<file path="src/rtl/gs7_pkg.sv">
// shared constants, types and kernel arithmetic of the 7x7 gaussian smoother
package gs7_pkg;

    localparam int MAX_WIDTH_DEF = 1024;
    localparam int MAX_HEIGHT    = 1024;
    localparam int ROW_W         = 10;
    localparam int CFG_W         = 11;
    localparam int CFG_AW        = 2;
    localparam int PIX_W         = 8;
    localparam int OUT_POS_W     = 10;
    localparam int OUT_DATA_W    = 32;
    localparam int PAD_W         = OUT_DATA_W - PIX_W - 2 * OUT_POS_W;
    localparam int HS_W          = 14;
    localparam int VS_W          = 20;
    localparam int STORE_ROWS    = 6;
    localparam int SLOT_W        = 3;
    localparam int KERN_TAPS     = 7;
    localparam int KERN_HALF     = 3;
    localparam int MIN_SIZE      = 8;
    localparam int RESET_WIDTH   = 640;
    localparam int RESET_HEIGHT  = 480;
    localparam int ROUND_BIAS    = 2048;
    localparam int ROUND_SHIFT   = 12;

    localparam logic [CFG_AW-1:0] REG_FRAME_WIDTH  = CFG_AW'(0);
    localparam logic [CFG_AW-1:0] REG_FRAME_HEIGHT = CFG_AW'(1);

    typedef logic [PIX_W-1:0]  t_pix;
    typedef logic [HS_W-1:0]   t_hsum;
    typedef logic [VS_W-1:0]   t_vsum;
    typedef logic [ROW_W-1:0]  t_row;
    typedef logic [SLOT_W-1:0] t_slot;

    // control that travels with one request down the pipeline
    typedef struct packed {
        logic  vld;
        logic  wr;
        logic  emit;
        t_slot slot;
        t_row  y0;
        t_row  y1;
    } t_ctl;

    // centre part of the kernel: 2*(9*a3 + 7*(a2+a4))
    function automatic t_vsum kern_mid(input t_hsum a2, input t_hsum a3, input t_hsum a4);
        t_vsum x3;
        t_vsum s;
        x3 = VS_W'(a3);
        s  = VS_W'(a2) + VS_W'(a4);
        return ((x3 << 3) + x3 + (s << 3) - s) << 1;
    endfunction

    // outer part of the kernel: 2*(a0+a6) + 7*(a1+a5)
    function automatic t_vsum kern_out(input t_hsum a0, input t_hsum a1, input t_hsum a5,
                                       input t_hsum a6);
        t_vsum e;
        t_vsum s;
        e = VS_W'(a0) + VS_W'(a6);
        s = VS_W'(a1) + VS_W'(a5);
        return (e << 1) + (s << 3) - s;
    endfunction

endpackage

</file>
<file path="src/rtl/gs7_hwin.sv">
// seven-pixel row window and horizontal kernel sum
module gs7_hwin
    import gs7_pkg::*;
(
    input  logic  i_clk,
    input  logic  i_rst_n,
    input  logic  i_shift,
    input  t_pix  i_pix,
    output t_hsum o_hsum
);

    t_pix  r_win [KERN_TAPS];
    t_vsum w_sum;

    always_ff @(posedge i_clk) begin
        if (!i_rst_n) begin
            for (int i = 0; i < KERN_TAPS; i++) r_win[i] <= '0;
        end else if (i_shift) begin
            for (int i = 0; i < KERN_TAPS - 1; i++) r_win[i] <= r_win[i + 1];
            r_win[KERN_TAPS-1] <= i_pix;
        end
    end

    assign w_sum = kern_mid(HS_W'(r_win[2]), HS_W'(r_win[3]), HS_W'(r_win[4]))
                 + kern_out(HS_W'(r_win[0]), HS_W'(r_win[1]), HS_W'(r_win[5]),
                            HS_W'(r_win[6]));

    // the full kernel on 8-bit pixels stays below 2^14
    assign o_hsum = w_sum[HS_W-1:0];

endmodule

</file>
<file path="config.mk">
export PLATFORM = sky130hd
export DESIGN_NAME = gs7_hwin
export DESIGN_NICKNAME = d
export VERILOG_FILES = /design/src/rtl/gs7_pkg.sv /design/src/rtl/gs7_hwin.sv
export SDC_FILE = /design/constraint.sdc
export NUM_CORES = 1
export LEC_CHECK = 0
export CAP_MARGIN = 20
export CORE_MARGIN = 3
export CORE_UTILIZATION = 57
export DETAILED_ROUTE_END_ITERATION = 10
export DONT_BUFFER_PORTS = 1
export HOLD_SLACK_MARGIN = 0.06
export PLACE_DENSITY = 0.74
export SLEW_MARGIN = 20
export SYNTH_ARGS = -nofsm -noshare
export SYNTH_HDL_FRONTEND = slang
export SYNTH_SLANG_ARGS = --single-unit
</file>
<file path="constraint.sdc">
create_clock -name i_clk -period 8.9 [get_ports i_clk]
set_input_delay 1.78 -clock i_clk [delete_from_list [all_inputs] [get_ports i_clk]]
set_output_delay 1.78 -clock i_clk [all_outputs]
set_load 0.005 [all_outputs]
</file>
Word level (Yosys, flattened, before mapping)

Memories as Yosys holds them, arrays and structs flattened.
Index checks and enable logic that the tools add are counted.

$add $sub $neg: 9
Multiply operators: 0
Div/mod/pow operators: 0
$lt $le $gt $ge: 0
Equal/unequal tests: 0
Shift-type cells: 0
Multiplexer cells: 11
Bitwise operators: 7
Reduce and logical (&&, ||, !) cells: 0

Operator list:

| cell           | count |
|---|---|
| $mux 8         | 7 |
| $add 8x8->9    | 3 |
| $add 14x14->14 | 1 |
| $sub 13x9->14  | 1 |
| $add 10x12->13 | 1 |
| $add 12x12->13 | 1 |
| $sub 13x9->13  | 1 |
| $add 11x8->12  | 1 |
| $or 1x1->1     | 7 |
| $mux 1         | 4 |

Flip-flop bits (word level): 0
Bits in latches: 0
Bits in writable memories: 56
ROM bits: 0
Input port bits: 11
Output and inout port bits: 14
Memories kept: 1

Memories:

| name  | depth | bits a word | read ports | clocked after Yosys merged registers in | wr ports | line           | source |
|---|---|---|---|---|---|---|---|
| r_win | 7     | 8           | 7          | 0                                       | 7        | gs7_hwin.sv:12 | `t_pix r_win [KERN_TAPS];` |

Longest topological paths before layout

Gate-level depths: netlist of the first run.

Depth in word-level cells: 4
Mapped depth: 30
Depth with buffers taken out: 30

Worst setup path before layout of the first run

OpenSTA, ideal clock, no wires.

Path type: register -> output
Start: memory r_win[0][16] in the netlist's numbering
End: output o_hsum[13]
Arrival time: 5.986 ns
Data required time: 7.120 ns
Setup slack: 1.134 ns
Stages on the path, launching flop included: 26
Cells stage by stage: edfxtp_1 > ha_1 > fa_1 > a21o_1 > a21oi_1 > o21bai_1 > a21oi_1 > xor2_1 > fa_1 > inv_1 > fa_1 > inv_1 > ha_1 > a2111oi_0 > o2bb2ai_1 > fa_1 > fa_1 > inv_1 > ha_1 > o21ai_0 > nand2b_1 > o31ai_1 > o31ai_1 > xnor2_1 > xnor2_1 > xnor2_1

RTL lines:

| item        | line           | source |
|---|---|---|
| from (decl) | gs7_hwin.sv:12 |  |
| to (decl)   | gs7_hwin.sv:9  | `output t_hsum o_hsum` |

==> results of run 1 <==
critical path: cells and delay by family (launching register included):
kind | cells | cell delay, ps
AOI/OAI and AO/OA | 8 | 1580
xor gates and xnor gates | 5 | 800
adders and majority gates | 7 | 2810
buffers and inverters | 3 | 130
DFF | 1 | 460
and+or+nand+nor | 5 | 540
worst max path at each step:
stage                  from    endpoint  slack (ps)  cells after the start
2_1_floorplan  r_win[0][16]  o_hsum[13]        1130                     25
3_3_place_gp   r_win[0][17]  o_hsum[13]         790                     26
3_5_place_dp   r_win[0][17]  o_hsum[13]         510                     26
4_1_cts        r_win[0][17]  o_hsum[13]         180                     26
5_1_grt        r_win[0][17]  o_hsum[13]          40                     30
6_report       r_win[0][17]  o_hsum[13]         500                     28
area by class of cell:
cell class,instances,share of cell area
Multi-Input combinational cell,304,0.566
Sequential cell,56,0.340
Inverter,68,0.0516
Tap cell,102,0.0258
Clock buffer,5,0.0139
Clock inverter,2,0.00152
Timing Repair Buffer,1,0.00152
cell families after synthesis:
| group | Yosys count | synth area share |
|---|---|---|
| flops | 56 | 0.354 |
| simple gates | 99 | 0.116 |
| xor+xnor | 40 | 0.0737 |
| compound gates | 70 | 0.102 |
| fa+ha+maj | 95 | 0.293 |
| buf+inv | 79 | 0.0624 |
layout by cell type, fill, tap and decap left out, types with 6 or more instances in the layout:
cell,synthesis,final
nor2_1,15,15
a21o_1,11,11
a21oi_1,23,23
xnor2_1,25,24
and2_1,8,8
inv_1,68,68
xor2_1,15,15
fa_1,27,27
edfxtp_1,56,56
o21ai_0,12,12
o21bai_1,6,6
nand2_1,11,11
and3_1,49,49
ha_1,68,68
metal layers:
layer,vias to the layer above,GRT usage
li1,1519,-
met1,1497,0.279
met2,42,0.296
met3,7,0.0302
met4,0,0.0447
met5,-,0
metrics by stage:
step / worst slack [ps] / util / hold WS (ps)
2_1_floorplan: 1130 / - / 548
5_1_grt: 39.6 / 0.624 / 629
4_1_cts: 175 / 0.622 / 604
6_report: 500 / 0.624 / 600
3_3_place_gp: 788 / 0.612 / 570
3_5_place_dp: 509 / 0.612 / 577
timing repair:
item	in CTS	in global routing
setup endpoints to repair	0	2
hold endpoints to repair	0	0
gates resized for setup	0	4
==> impl_results.md, run 1 <==
* Worst reg2reg path startpoint: r_win[0][27]
* Final clock period utilization by the worst path at 0.944
* Setup-failing EPs final at 0
* Detailed Place HPWL at 6780 um
* Layout cells sized above 1 at 0.0344
* Yosys warns at 0
* Cells after DPL at 531
* Reg2reg end: r_win[0][19]
* Biggest regs: r_win (56)
* Gpl congestion at 0.845
* Multi-input gate area at 2800 um2
* Clock insertion delay at the later pin of the skew report at 300 ps
* Clock transition at the registers of the reported paths at 90 ps
* Aggregate negative setup slack at 0 ps
* Worst rel slew slack at 0.535
* Worst min path class: flip-flop to flip-flop
* Reg area at 1680 um2
* Yosys reg bits at 56
* Synth area leader: edfxtp_1
* Total CTS buffers at 5
* Max stage delay cell, worst path: fa_1
* WL/cell at 16.0 um
* Final-report max-slew violation count at 0
* Hold path cells at 1
* Status: finished clean
* Crit path time final at ~8400 ps
* Post-Route WL at 8600 um
* First-pass GRT wire length at ~15000 um
* Worst hold path startpoint: r_win[0][30]
* Reg2Reg Setup Slack at 7920 ps
* # diodes at 0
* Worst setup SP type: flip-flop
* Setup bufs post-CTS at 0
* Initial Utilization at 0.600
* Top Ports at 25
* Post-CTS Hold Buffers at 0
* EDFF count, synth at 56
* CTS Sinks at 56
* Fin cells at about 540
* Row count at 32
* Synth top cells by count: ha_1 (68), inv_1 (68), edfxtp_1 (56)
* Largest net degree at the start of global routing at 58
* Met1 WL at approximately 4300 um
* DIE AREA at 9480 um2
* Share of Yosys cell area claimed by the top area cell type at 0.354
* Finished Cell Area at 4950 um2
* Area delta synth->final at 4.03%
* Crit end category: primary output
* Hold Path End: r_win[0][22]
* F_max at roughly 0.12 GHz
* Die outline width at 97.3 um
* Fill cells at 639
* Synth cell types at 33
* Syn_nets at about 550
* CP max FO at 5
* Seq/Total Area, Yosys at 0.354
* Vias in the first global route at 3141
* Req. time, crit path at 7120 ps
* CORE AREA at 7930 um2
* Cells on worst reg2reg path at 1
* Gr usage total at 0.189
* H-tree Lvls at 2
* Top sig layer: met4
* Die height at between 90 and 100 um
* CP arrival at between 6000 and 7000 ps
* Reg with most FFs: r_win
* Clk buf depth at 2
* RSZ-0062 raised after global routing: false
* Via count at 3065
* Synth top area cells: edfxtp_1 (35%), ha_1 (18%), fa_1 (11%)
* Main flop type after synthesis: edfxtp_1
* WL met2 at a little under 4000 um
* Slew of the pin with the lowest slew margin at 698 ps
* Clk root buf: clkbuf_8
* Max cap viols at 0
* Nets at ~540
* Global route overflow at 0
* Dpl cell area at 4850 um2
* Synth Cell Area at 4760 um2
* DR pass1 iterations at 4
* Clk_skew at 6.75 ps
* Setup CP Type: flip-flop to primary output
* DRT iter0 DRCs at 134
* Mean Syn Cell Area at 10.8 um2
* Final Hold Viols at 0
* CTS tree: done
* Initial antenna violation count at 0
* Metal3 WL at 283 um
* Post-route DRC at 0
* Syn Inst Count at 439
* Async S/R FF share, synth at 0
* PortBufs at 0
* ANT nets after route at 0
* Vias/cell at ~5.7
* Max reg flops at 56
* Slowest cell delay on critical path at 540 ps
Power of run 1 is left out: the tool's default activity adds up to more than one toggle a clock period on the data nets, which glitch-free logic cannot reach.
==> inputs of run 2 (changes only) <==
==> constraint.sdc (replaced) <==
create_clock -name i_clk -period 9.15 [get_ports i_clk]
set_input_delay 1.83 -clock i_clk [delete_from_list [all_inputs] [get_ports i_clk]]
set_output_delay 1.83 -clock i_clk [all_outputs]
set_load 0.005 [all_outputs]
==> run 2 against run 1 <==
  * Global-route usage grew 0.074 points
  * Wire length shrank 0.67%
  * Via count shrank 1.1%
  * Register-to-register slack gained 240 ps
  * Utilization grew 0.17 points
  * Non-clock buffer count is the same
  * Sequential cell count is the same
  * Final cell count grew 0.19%
  * Critical path type unchanged
==> impl_results.md, run 2 (synthesis results as in run 1) <==
* Status: finished clean
* F_max at 0.116 GHz
* Crit path time final at 8640 ps
* Reg with most FFs: r_win
* Worst reg2reg path startpoint: r_win[0][27]
* Clk root buf: clkbuf_8
* RSZ-0062 raised after global routing: false
* Detailed Place HPWL at about 6800 um
* Setup bufs post-CTS at 0
* Post-route DRC at 0
* Clk_skew at between 6 and 7 ps
* WL/cell at 15.9 um
* Crit end category: primary output
* H-tree Lvls at 2
* DR pass1 iterations at 4
* DRT iter0 DRCs at 170
* Setup CP Type: flip-flop to primary output
* Setup-failing EPs final at 0
* Worst setup SP type: flip-flop
* Total CTS buffers at 5
* Initial Utilization at 0.600
* Reg2reg end: r_win[0][19]
* Initial antenna violation count at 0
* Clock transition at the registers of the reported paths at about 100 ps
* Final-report max-slew violation count at 0
* CP max FO at 5
* Fin cells at about 540
* Max reg flops at 56
* DIE AREA at 9480 um2
* Largest net degree at the start of global routing at 58
* Gr usage total at 0.190
* Worst rel slew slack at 0.550
* Clk buf depth at 2
* Clock insertion delay at the later pin of the skew report at 300 ps
* Cells on worst reg2reg path at 1
* CORE AREA at 7930 um2
* Max cap viols at 0
* Die height at 97.3 um
* Final clock period utilization by the worst path at 0.944
* Post-Route WL at 8550 um
* Final hold slack at 600 ps
* Nets at ~540
* Top Ports at 25
* Worst min path class: flip-flop to flip-flop
* CTS Sinks at 56
* Post-CTS Hold Buffers at 0
* Global route overflow at 0
* Hold path cells at 1
* Vias/cell at 5.62
* Final Core Density at 0.626
* Area delta synth->final at 4.31%
* Slew of the pin with the lowest slew margin at between 600 and 700 ps
* Aggregate negative setup slack at 0 ps
* Vias in the first global route at 3091
* Cells after DPL at 531
* Die outline width at a little under 100 um
* First-pass GRT wire length at 14700 um
* Biggest regs: r_win (56)
* Reg2Reg Setup Slack at 8160 ps
* PortBufs at 0
* ANT nets after route at 0
* Row count at 32
* Hold Path End: r_win[0][22]
* # diodes at 0
* CTS tree: done
* Most frequent cells in the layout: inv_1 (68), ha_1 (68), edfxtp_1 (56), and3_1 (49), fa_1 (27)
* Gpl congestion at 0.845
* Layout cells sized above 1 at 0.0320
* CP arrival at a little under 7000 ps
* Req. time, crit path at 7320 ps
* Post-CTS Resized at 0
* Via count at just over 3k
* Final Hold Viols at 0
* Worst hold path startpoint: r_win[0][30]
==> run 2: through the flow <==
stage / setup slack, ps / cell area [um2]
floorplan: 1330 / 4760
global placement: 988 / 4850
detailed placement: 734 / 4850
CTS: 388 / 4960
global route: 9.66 / 4960
finish: 511 / 4960
==> run 2: layout make-up <==
| cell class | instances | area, um2 |
|---|---|---|
| fill | 626 | 2970 |
| multi-input combinational | 304 | 2780 |
| sequential | 56 | 1680 |
| inverter | 68 | 255 |
| tap | 102 | 128 |
| clock buffer | 6 | 72.6 |
| clock inverter | 2 | 35.0 |
| timing repair buffer | 1 | 7.51 |
==> run 2: worst max path at each step <==
stage,from,end,slack (ps),cells past startpoint
floorplan,r_win[0][16],o_hsum[13],1330,25
global placement,r_win[0][17],o_hsum[13],990,26
detailed placement,r_win[0][17],o_hsum[13],730,26
CTS,r_win[0][17],o_hsum[13],390,26
global route,r_win[0][17],o_hsum[13],10,28
finish,r_win[0][17],o_hsum[13],510,26
==> run 2: metal layers <==
metal	part of all wire	vias to the layer above	GRT usage	wire, um
met4	0.011	0	0.0458	95
met5	0	-	0	0
met1	0.49	1453	0.290	4230
met2	0.45	54	0.287	3860
met3	0.043	10	0.0280	366
li1	-	1514	-	-
==> run 2: worst max-delay path, cell delays in order, from the launching register on <==
cell,delay (ps)
edfxtp_1,460
ha_1,320
a21o_1,180
a21oi_1,230
nor2b_1,80
o21a_1,200
nor2_1,120
xnor2_1,290
xnor2_1,130
ha_1,290
inv_1,50
fa_1,490
inv_1,40
ha_1,350
nand2_1,90
nor2_1,40
a2111oi_1,430
o2bb2ai_1,190
fa_1,500
fa_1,540
inv_1,40
ha_1,250
o31ai_1,500
o31ai_1,180
xnor2_1,200
xnor2_1,160
xnor2_1,160
Power of run 2 is left out for the same reason.
