## config.mk

```make
export PLATFORM = sky130hd
export DESIGN_NAME = gs7_burst
export DESIGN_NICKNAME = d
export VERILOG_FILES = /design/src/rtl/gs7_pkg.sv /design/src/rtl/gs7_burst.sv
export SDC_FILE = /design/constraint.sdc
export NUM_CORES = 1
export LEC_CHECK = 0
export BUFFER_PORTS_ARGS = -buffer_cell sky130_fd_sc_hd__buf_2
export CORE_MARGIN = 2
export CORE_UTILIZATION = 40
export CTS_CLUSTER_DIAMETER = 60
export DETAILED_ROUTE_END_ITERATION = 6
export PLACE_DENSITY = 0.68
export SLEW_MARGIN = 20
export SYNTH_ARGS = -nofsm -noshare
export SYNTH_HDL_FRONTEND = slang
export SYNTH_SLANG_ARGS = --single-unit
```

## constraint.sdc

```tcl
create_clock -name i_clk -period 2.5 [get_ports i_clk]
set_input_delay 0.25 -clock i_clk [delete_from_list [all_inputs] [get_ports i_clk]]
set_output_delay 0.25 -clock i_clk [all_outputs]
set_load 0.02 [all_outputs]
```

## src/rtl/gs7_pkg.sv

```systemverilog
// shared constants, types and kernel arithmetic of the 7x7 gaussian smoother
package gs7_pkg;

    localparam int MAX_WIDTH_DEF = 1024;
    localparam int MAX_HEIGHT    = 1024;
    localparam int ROW_W         = 10;
    localparam int CFG_W         = 11;
    localparam int CFG_AW        = 2;
    localparam int PIX_W         = 8;
    localparam int OUT_POS_W     = 10;
    localparam int OUT_DATA_W    = 32;
    localparam int PAD_W         = OUT_DATA_W - PIX_W - 2 * OUT_POS_W;
    localparam int HS_W          = 14;
    localparam int VS_W          = 20;
    localparam int STORE_ROWS    = 6;
    localparam int SLOT_W        = 3;
    localparam int KERN_TAPS     = 7;
    localparam int KERN_HALF     = 3;
    localparam int MIN_SIZE      = 8;
    localparam int RESET_WIDTH   = 640;
    localparam int RESET_HEIGHT  = 480;
    localparam int ROUND_BIAS    = 2048;
    localparam int ROUND_SHIFT   = 12;

    localparam logic [CFG_AW-1:0] REG_FRAME_WIDTH  = CFG_AW'(0);
    localparam logic [CFG_AW-1:0] REG_FRAME_HEIGHT = CFG_AW'(1);

    typedef logic [PIX_W-1:0]  t_pix;
    typedef logic [HS_W-1:0]   t_hsum;
    typedef logic [VS_W-1:0]   t_vsum;
    typedef logic [ROW_W-1:0]  t_row;
    typedef logic [SLOT_W-1:0] t_slot;

    // control that travels with one request down the pipeline
    typedef struct packed {
        logic  vld;
        logic  wr;
        logic  emit;
        t_slot slot;
        t_row  y0;
        t_row  y1;
    } t_ctl;

    // centre part of the kernel: 2*(9*a3 + 7*(a2+a4))
    function automatic t_vsum kern_mid(input t_hsum a2, input t_hsum a3, input t_hsum a4);
        t_vsum x3;
        t_vsum s;
        x3 = VS_W'(a3);
        s  = VS_W'(a2) + VS_W'(a4);
        return ((x3 << 3) + x3 + (s << 3) - s) << 1;
    endfunction

    // outer part of the kernel: 2*(a0+a6) + 7*(a1+a5)
    function automatic t_vsum kern_out(input t_hsum a0, input t_hsum a1, input t_hsum a5,
                                       input t_hsum a6);
        t_vsum e;
        t_vsum s;
        e = VS_W'(a0) + VS_W'(a6);
        s = VS_W'(a1) + VS_W'(a5);
        return (e << 1) + (s << 3) - s;
    endfunction

endpackage

```

## src/rtl/gs7_burst.sv

```systemverilog
// output register that replays one smoothed pixel over its border block
module gs7_burst
    import gs7_pkg::*;
#(
    parameter int MAX_WIDTH = MAX_WIDTH_DEF,
    localparam int CW = $clog2(MAX_WIDTH)
) (
    input  logic                  i_clk,
    input  logic                  i_rst_n,
    input  logic                  i_load,
    input  t_pix                  i_pix,
    input  t_row                  i_y0,
    input  t_row                  i_y1,
    input  logic [CW-1:0]         i_x0,
    input  logic [CW-1:0]         i_x1,
    output logic                  o_free,
    output logic                  m_axis_tvalid,
    input  logic                  m_axis_tready,
    // pixel_out [7:0], out_row [17:8], out_col [27:18], zero [31:28]
    output logic [OUT_DATA_W-1:0] m_axis_tdata,
    output logic                  m_axis_tlast    // run_last
);

    logic          r_busy;
    t_pix          r_pix;
    t_row          r_y;
    t_row          r_y1;
    logic [CW-1:0] r_x;
    logic [CW-1:0] r_x0;
    logic [CW-1:0] r_x1;
    logic          w_last;

    assign w_last = (r_y == r_y1) && (r_x == r_x1);
    assign o_free = !r_busy || (m_axis_tready && w_last);

    always_ff @(posedge i_clk) begin
        if (!i_rst_n) begin
            r_busy <= 1'b0;
        end else if (i_load) begin
            r_busy <= 1'b1;
        end else if (m_axis_tready && w_last) begin
            r_busy <= 1'b0;
        end
    end

    // rows ascending, columns ascending within a row
    always_ff @(posedge i_clk) begin
        if (i_load) begin
            r_pix <= i_pix;
            r_y   <= i_y0;
            r_y1  <= i_y1;
            r_x   <= i_x0;
            r_x0  <= i_x0;
            r_x1  <= i_x1;
        end else if (r_busy && m_axis_tready) begin
            if (r_x == r_x1) begin
                r_x <= r_x0;
                r_y <= r_y + ROW_W'(1);
            end else begin
                r_x <= r_x + CW'(1);
            end
        end
    end

    assign m_axis_tvalid = r_busy;
    assign m_axis_tlast  = w_last;
    assign m_axis_tdata  = {PAD_W'(0), OUT_POS_W'(r_x), OUT_POS_W'(r_y), r_pix};

    a_burst_continues: assert property (@(posedge i_clk) disable iff (!i_rst_n)
        (m_axis_tvalid && m_axis_tready && !m_axis_tlast) |=> m_axis_tvalid)
        else $error("burst ended before its last result");

    a_pos_in_block: assert property (@(posedge i_clk) disable iff (!i_rst_n)
        m_axis_tvalid |-> ((r_y <= r_y1) && (r_x <= r_x1)))
        else $error("burst position ran past its block");

endmodule

```

# Yosys cells after proc, flatten, opt, wreduce, memory -nomap -nowiden
# Index checks and enable logic that the tools add are counted.
# totals
register_bits,59
inputBits,52
elab_cells,28
# classes
addsub,2
n_eq_ne,2
muxes,8
n_reduce_logical,9
# ops
operator,count
10-bit 2-to-1 mux,6
"10-bit by 1-bit adder with 10-bit output, second input constant",2
10-bit == test,2
2-bit nonzero test,3
1-bit logical AND,3
1-bit 2-to-1 mux,2
2-bit AND reduction,1
1-bit logical NOT,1
1-bit logical OR,1

# Logic depth before layout (Yosys ltp)
# Gate-level depths: netlist of run 1.
# depth
ltp_word,5
depth_mapped,6
depth_no_buf,5

# Worst setup path after synthesis of run 1
# OpenSTA, ideal clock, no wires.
# synth_path
path_kind,register -> register
from,register r_x[6]
to,register r_y[0] (enable)
setup_ns,0.391
t_arrival_ns,2.206
path_slack_ns,-0.096
path_stages_with_launch,7
path_buffers,2
period_less_slack_ns,2.596
path_cell_list,edfxtp_1 xnor2_1 nand4_1 or3_1 buf_2 buf_6 o21ai_0
# synth_between
elab_chain_len,3
# synth_rtl
element,line_no,source
"start, declared",gs7_burst.sv:28,logic [CW-1:0] r_x;
"start signal, assigned",gs7_burst.sv:52,r_x <= i_x0;
"start signal, assigned",gs7_burst.sv:57,r_x <= r_x0;
"start signal, assigned",gs7_burst.sv:60,r_x <= r_x + CW'(1);
10-bit == test,gs7_burst.sv:56,if (r_x == r_x1) begin
2-bit nonzero test (no line),--,
2-bit AND reduction (no line),--,
"end signal, assigned",gs7_burst.sv:50,r_y <= i_y0;
"end signal, assigned",gs7_burst.sv:58,r_y <= r_y + ROW_W'(1);
"end, declared",gs7_burst.sv:26,t_row r_y;
# Every way passes these cells.
# A chain may end at the register's enable or synchronous reset.

# Final worst setup path of run 1
# layout_path
from,register r_x1[2]
to,output o_free
# layout_between
elab_chain_len,4
# layout_rtl
element,line_no,source
"start, declared",gs7_burst.sv:30,logic [CW-1:0] r_x1;
"start signal, assigned",gs7_burst.sv:54,r_x1 <= i_x1;
10-bit == test,gs7_burst.sv:33,assign w_last = (r_y == r_y1) && (r_x == r_x1);
1-bit logical AND,gs7_burst.sv:33,
1-bit logical AND,gs7_burst.sv:34,assign o_free = !r_busy || (m_axis_tready && w_last);
1-bit logical OR,gs7_burst.sv:34,
"end, declared",gs7_burst.sv:16,"output logic o_free,"
# Every way passes these cells.

==> results of run 1 <==
==> worst max path at each step <==
stage | from | endpoint | slack, ns | depth (start not counted)
floorplan | r_x[6] | r_y[0] | 0.18 | 6
global placement | r_x[0] | o_free | 0.45 | 5
global route | r_x[5] | o_free | 0.004 | 5
CTS | r_x[5] | o_free | 0.006 | 5
finish | r_x1[2] | o_free | 0.1 | 5
detailed placement | r_x[5] | o_free | 0.45 | 5
==> repair_timing <==
action / in CTS / in global routing
setup endpoints to repair: 1 / 1
pin swaps: 0 / 0
setup buffers: 1 / 3
resized for setup: 0 / 2
==> area by class of cell <==
class | instances | share of cell area (%)
clock buffer | 10 | 3.67
clock inverter | 6 | 1.91
inverter | 6 | 0.648
multi-input combinational | 133 | 25.9
sequential | 59 | 50.7
tap | 80 | 2.88
timing repair buffer | 93 | 14.3
==> registers in the layout (all words and copies together), names as in the netlist <==
name and count:
r_pix 8, r_x0 10, r_x 10, m_axis_tvalid 1, r_y 10, r_x1 10
r_y1 10
==> through the flow <==
stage | instances | utilization [%] | hold slack [ns] | power (mW) | area, um2
4_1_cts | 384 | 51.3 | 0.0666 | 2.48 | 3440
3_3_place_gp | 367 | 48.3 | 0.428 | 1.61 | 3240
5_1_grt | 387 | 51.7 | 0.0566 | 2.57 | 3470
6_report | 387 | 51.7 | 0.0872 | 2.46 | 3470
3_5_place_dp | 367 | 48.3 | 0.428 | 1.62 | 3240
2_1_floorplan | 212 | - | 0.349 | 1.47 | 2760
==> metal layers <==
layer | up-vias | part of all wire (%) | global-route usage (%)
met3 | 6 | 8.1 | 7.90
met5 | - | 0 | 0
met1 | 929 | 43 | 22.0
met4 | 0 | 0.96 | 4.26
met2 | 84 | 48 | 27.6
li1 | 955 | - | -
==> synthesized netlist by cell type, types with 2 or more instances <==
master | n | area (um2)
nand4_1 | 6 | 37.5
o21ai_0 | 10 | 50.1
inv_1 | 6 | 22.5
ha_1 | 2 | 25.0
nand3_1 | 7 | 35.0
nor3_1 | 3 | 15.0
nor2_1 | 14 | 52.6
nand2b_1 | 5 | 31.3
clkbuf_1 | 8 | 30.0
a311oi_1 | 4 | 35.0
nand2_1 | 17 | 63.8
edfxtp_1 | 58 | 1740
buf_4 | 4 | 30.0
o311a_1 | 4 | 40.0
xnor2_1 | 29 | 254
nor4_1 | 2 | 12.5
xor2_1 | 7 | 61.3
o311ai_0 | 5 | 43.8
nor4b_1 | 4 | 35.0
==> logic make-up after synthesis <==
logic type / count (synthesis) / synth area share [%]
xor+xnor: 36 / 11.5
fa+ha+maj: 2 / 0.911
other cells: 1 / 0.137
mux: 1 / 0.410
buf+inv: 20 / 3.60
compound gates: 29 / 8.30
flops: 59 / 64.2
simple gates: 61 / 11.0
==> power by group through the flow <==
stage / sequential, mW / combinational, mW / clock (mW)
2_1_floorplan: 1.31 / 0.163 / 0
5_1_grt: 1.26 / 0.395 / 0.916
3_5_place_dp: 1.27 / 0.345 / 0
3_3_place_gp: 1.27 / 0.343 / 0
4_1_cts: 1.25 / 0.355 / 0.875
6_report: 1.25 / 0.361 / 0.844
==> impl_metrics.ini, run 1 <==
[clock_tree]
insertion_delay_ns = 0.33
clkTransAtPathRegs_ns = 0.07
holdBufCountCts = 0
cts-root-buf = clkbuf_8
max-clock-path-buffers = 2
cts_tree = done
cts_buffers = 9
clock-sinks = 59
htree_levels = 3

[hold_path]
hold_end = r_pix[7]
worstHoldPathCells = 1
worstHoldPathType = in2reg
hp-start = i_pix[7]

[grt]
grt_max_degree = 51
first_global_vias = 2037
track_usage_pct = 17.5
grt_remaining_overflow = 0
antenna_found_initial = 0
grt_first_pass_wirelength_mm = 9.86

[floorplan]
io_pins = 87
core-area_mm2 = 0.00672
die_w_um = 86.8
rows = 30
fp.dieH_um = 86.8
die-area_mm2 = 0.00754
start_util_pct = 40.9

[yosys]
synth_area_per_cell_um2 = 13.1
yosysSeqAreaShare_pct = 64.2
synthArstFlopShare_pct = 0
syn_inst = 209
synth-edff-count = 58
yosysUniqueCellTypes = 33
ys_ff_latch = 59
synth_ff_type = edfxtp_1
syn_area_mm2 = 0.00275
yosysWarnings = 0

[drt]
drc = 0
wl_per_cell_um = 16.4
first_iter_violations = 100
vias = 1974
drt_wl_total_mm = 6.34
dr.pass1.iters = 4
ant_nets = 0
vias_per_cell = 5.10

[placed_design]
dp_worst_setup_slack_ns = 0.453
port-buffer-count = 82
hpwl_mm = 4.35
gp_congestion = 0.813

[outcome]
outcome = complete, no violations

[setup_path]
rrSetupSlack_ns = 0.48
cp_cell_sequence = xnor2_1 -> nand4_1 -> or3_4 -> o41ai_2 -> buf_4
critical_path.max_stage_delay_ns = 0.42
arrival_ns = 2.15
cp-end-kind = output port
slowest_stage = edfxtp_1
path_buf_inv = 1
r2r-start = r_x1[2]
cp_top_family = simple AND/OR/NAND/NOR gates
path_class = reg2out
cp_max_fo = 5
startpoint_type = register
crit_required_ns = 2.25
r2r_end = r_x[4]
r2r_cells = 5

[power_and_ir_drop]
p_comb_share_pct = 14.7
power_frac_seq_pct = 51.0
power-per-cell-area_mw_per_mm2 = 707
switching_share_pct = 26.6
switching_power_uw = 653
clkPwrFrac_pct = 34.3
power_leakage_nw = 1.33
p_int_mw = 1.80
ir_drop_v = 0.000374

[timing]
min_period_over_period_pct = 96.1
slew_violations = 0
period_minus_slack_ns = 2.40
slew_headroom_pct = 64.4
tns_ns = 0
finalHoldViolCount = 0
setup-violations-final = 0
rsz0062_at_grt = no
max_freq_ghz = 0.416
fin_skew_ns = 0.00733
tightest_slew_ns = 0.534
setup_ws_ns = 0.0978

[finish]
ff_latch_area_mm2 = 0.00176
n_antenna_cell = 0
final_cell_mix = buf_2, edfxtp_1, xnor2_1, nand2_1, nor2_1
final_common_cell = buf_2
drive_gt1_share_pct = 36.2
syn2layout_area_growth_pct = 26.6
fill_cells = 614
multi_input_area_um2 = 901
final_nets = 356

[run]
max_cap_violations = 0
No activity file was read; power rests on OpenSTA's default activity.
==> run 2, diff against run 1 <==
--- a/config.mk
+++ b/config.mk
@@ -7,10 +7,10 @@
 export LEC_CHECK = 0
 export BUFFER_PORTS_ARGS = -buffer_cell sky130_fd_sc_hd__buf_2
 export CORE_MARGIN = 2
-export CORE_UTILIZATION = 40
+export CORE_UTILIZATION = 46
 export CTS_CLUSTER_DIAMETER = 60
 export DETAILED_ROUTE_END_ITERATION = 6
-export PLACE_DENSITY = 0.68
+export PLACE_DENSITY = 0.76
 export SLEW_MARGIN = 20
 export SYNTH_ARGS = -nofsm -noshare
 export SYNTH_HDL_FRONTEND = slang
==> run 2 against run 1 <==
  * Via count shrank 0.81%
  * Die area shrank 12%
  * First-iteration DRC count grew 18%
  * Core utilization grew 8.3 points
  * Clock power grew 9.8%
  * Clock skew shrank 0.0020 ns
  * Maximum frequency grew 0.13%
  * Count of clock-buffer cells in the layout shrank 1
  * Design area grew 1.0%
  * Worst setup slack gained 0.0031 ns
  * Largest cell class unchanged
  * Highest routed layer unchanged
==> impl_metrics.ini, run 2 (synthesized netlist as in run 1, its figures left out) <==
[outcome]
outcome = complete, no violations

[finish]
drive_gt1_share_pct = 37.2
post-route-util_pct = 60.0
syn2layout_area_growth_pct = 27.8
n_antenna_cell = 0
final_nets = 358
final_cell_mix = buf_2, edfxtp_1, xnor2_1, nand2_1, nor2_1
final_common_cell = buf_2

[drt]
ant_nets = 0
drc = 0
dr.pass1.iters = 4
wl_per_cell_um = 14.9
vias = 1958
vias_per_cell = 5.10
drt_wl_total_mm = 5.71
first_iter_violations = 118

[placed_design]
gp_congestion = 0.865
port-buffer-count = 82
hpwl_mm = 4.16

[setup_path]
arrival_ns = 2.15
startpoint_type = register
cp-end-kind = output port
crit_required_ns = 2.25
r2r-start = r_x[8]
r2r_end = r_x[4]
endpoint = o_free
crit_start = r_x[8]
cp_max_fo = 5
r2r_cells = 5
rrSetupSlack_ns = 0.54
path_class = reg2out

[power_and_ir_drop]
power_frac_seq_pct = 49.3
power_leakage_nw = 1.36
power-per-cell-area_mw_per_mm2 = 723
ir_drop_v = 0.000428
switching_power_uw = 632
p_int_mw = 1.91
switching_share_pct = 24.9
p_comb_share_pct = 14.2
clkPwrFrac_pct = 36.5

[timing]
finalHoldViolCount = 0
period_minus_slack_ns = 2.40
min_period_over_period_pct = 96.0
slew_violations = 0
fin_skew_ns = 0.00530
setup-violations-final = 0
max_freq_ghz = 0.417
tns_ns = 0

[grt]
grt_remaining_overflow = 0
track_usage_pct = 18.1
grt_max_degree = 27
grt_first_pass_wirelength_mm = 8.85
first_global_vias = 1811
antenna_found_initial = 0

[floorplan]
die_w_um = 81.3
fp.dieH_um = 81.3
die-area_mm2 = 0.00660
io_pins = 87
start_util_pct = 46.9
core-area_mm2 = 0.00585
rows = 28

[hold_path]
worstHoldPathType = in2reg
worstHoldPathCells = 1

[clock_tree]
holdBufCountCts = 0
cts_tree = done
clock-sinks = 59
cts-root-buf = clkbuf_8
cts_buffers = 9
max-clock-path-buffers = 2
clkTransAtPathRegs_ns = 0.07
htree_levels = 3
insertion_delay_ns = 0.32

[run]
max_cap_violations = 0
-- run 2: worst min-delay path by stage --
| stage | from | slack (ns) | end |
|---|---|---|---|
| floorplan | i_pix[0] | 0.35 | r_pix[0] |
| global placement | i_y1[0] | 0.43 | r_y1[0] |
| detailed placement | i_y1[7] | 0.43 | r_y1[7] |
| CTS | i_x1[3] | 0.08 | r_x1[3] |
| global route | i_pix[3] | 0.08 | r_pix[3] |
| finish | i_y1[4] | 0.1 | r_y1[4] |
-- run 2: area by class of cell --
class | count | area [um2]
Clock buffer | 9 | 124
Clock inverter | 7 | 91.3
Fill cell | 480 | 2340
Inverter | 6 | 22.5
Multi-Input combinational cell | 133 | 908
Sequential cell | 59 | 1760
Tap cell | 75 | 93.8
Timing Repair Buffer | 95 | 508
-- run 2: power by group through the flow --
stage	Sequential, mW	Clock (mW)	Combinational, mW
floorplan	1.31	0	0.163
global placement	1.27	0	0.342
CTS	1.25	0.958	0.349
detailed placement	1.27	0	0.348
finish	1.25	0.927	0.361
global route	1.26	0.997	0.394
-- run 2: metal layers --
metal  routed length (um)  GRT usage [%]
met5                    0              0
met2                 2800           28.3
met3                  332           4.22
met1                 2460           23.5
met4                  112           9.49
-- run 2: through the flow --
stage          total power [mW]  hold WS [ns]  std cells  instance area [um2]  setup WS (ns)
2_1_floorplan              1.47         0.349        212                 2760          0.180
3_3_place_gp               1.61         0.427        364                 3250          0.484
3_5_place_dp               1.62         0.428        364                 3250          0.412
4_1_cts                    2.56        0.0767        380                 3470         0.0332
5_1_grt                    2.65        0.0775        384                 3510       -0.00530
6_report                   2.54        0.0978        384                 3510          0.101
-- run 2: what timing repair did --
item	CTS	global route
resized for setup	0	2
setup endpoints to repair	0	1
buffers inserted	0	4
-- run 2: worst max-delay path, cell delays in order, from the launching register on --
cell,delay (ns)
edfxtp_1,0.46
xnor2_1,0.21
nand4_1,0.13
or3_4,0.43
o41ai_2,0.37
buf_2,0.23
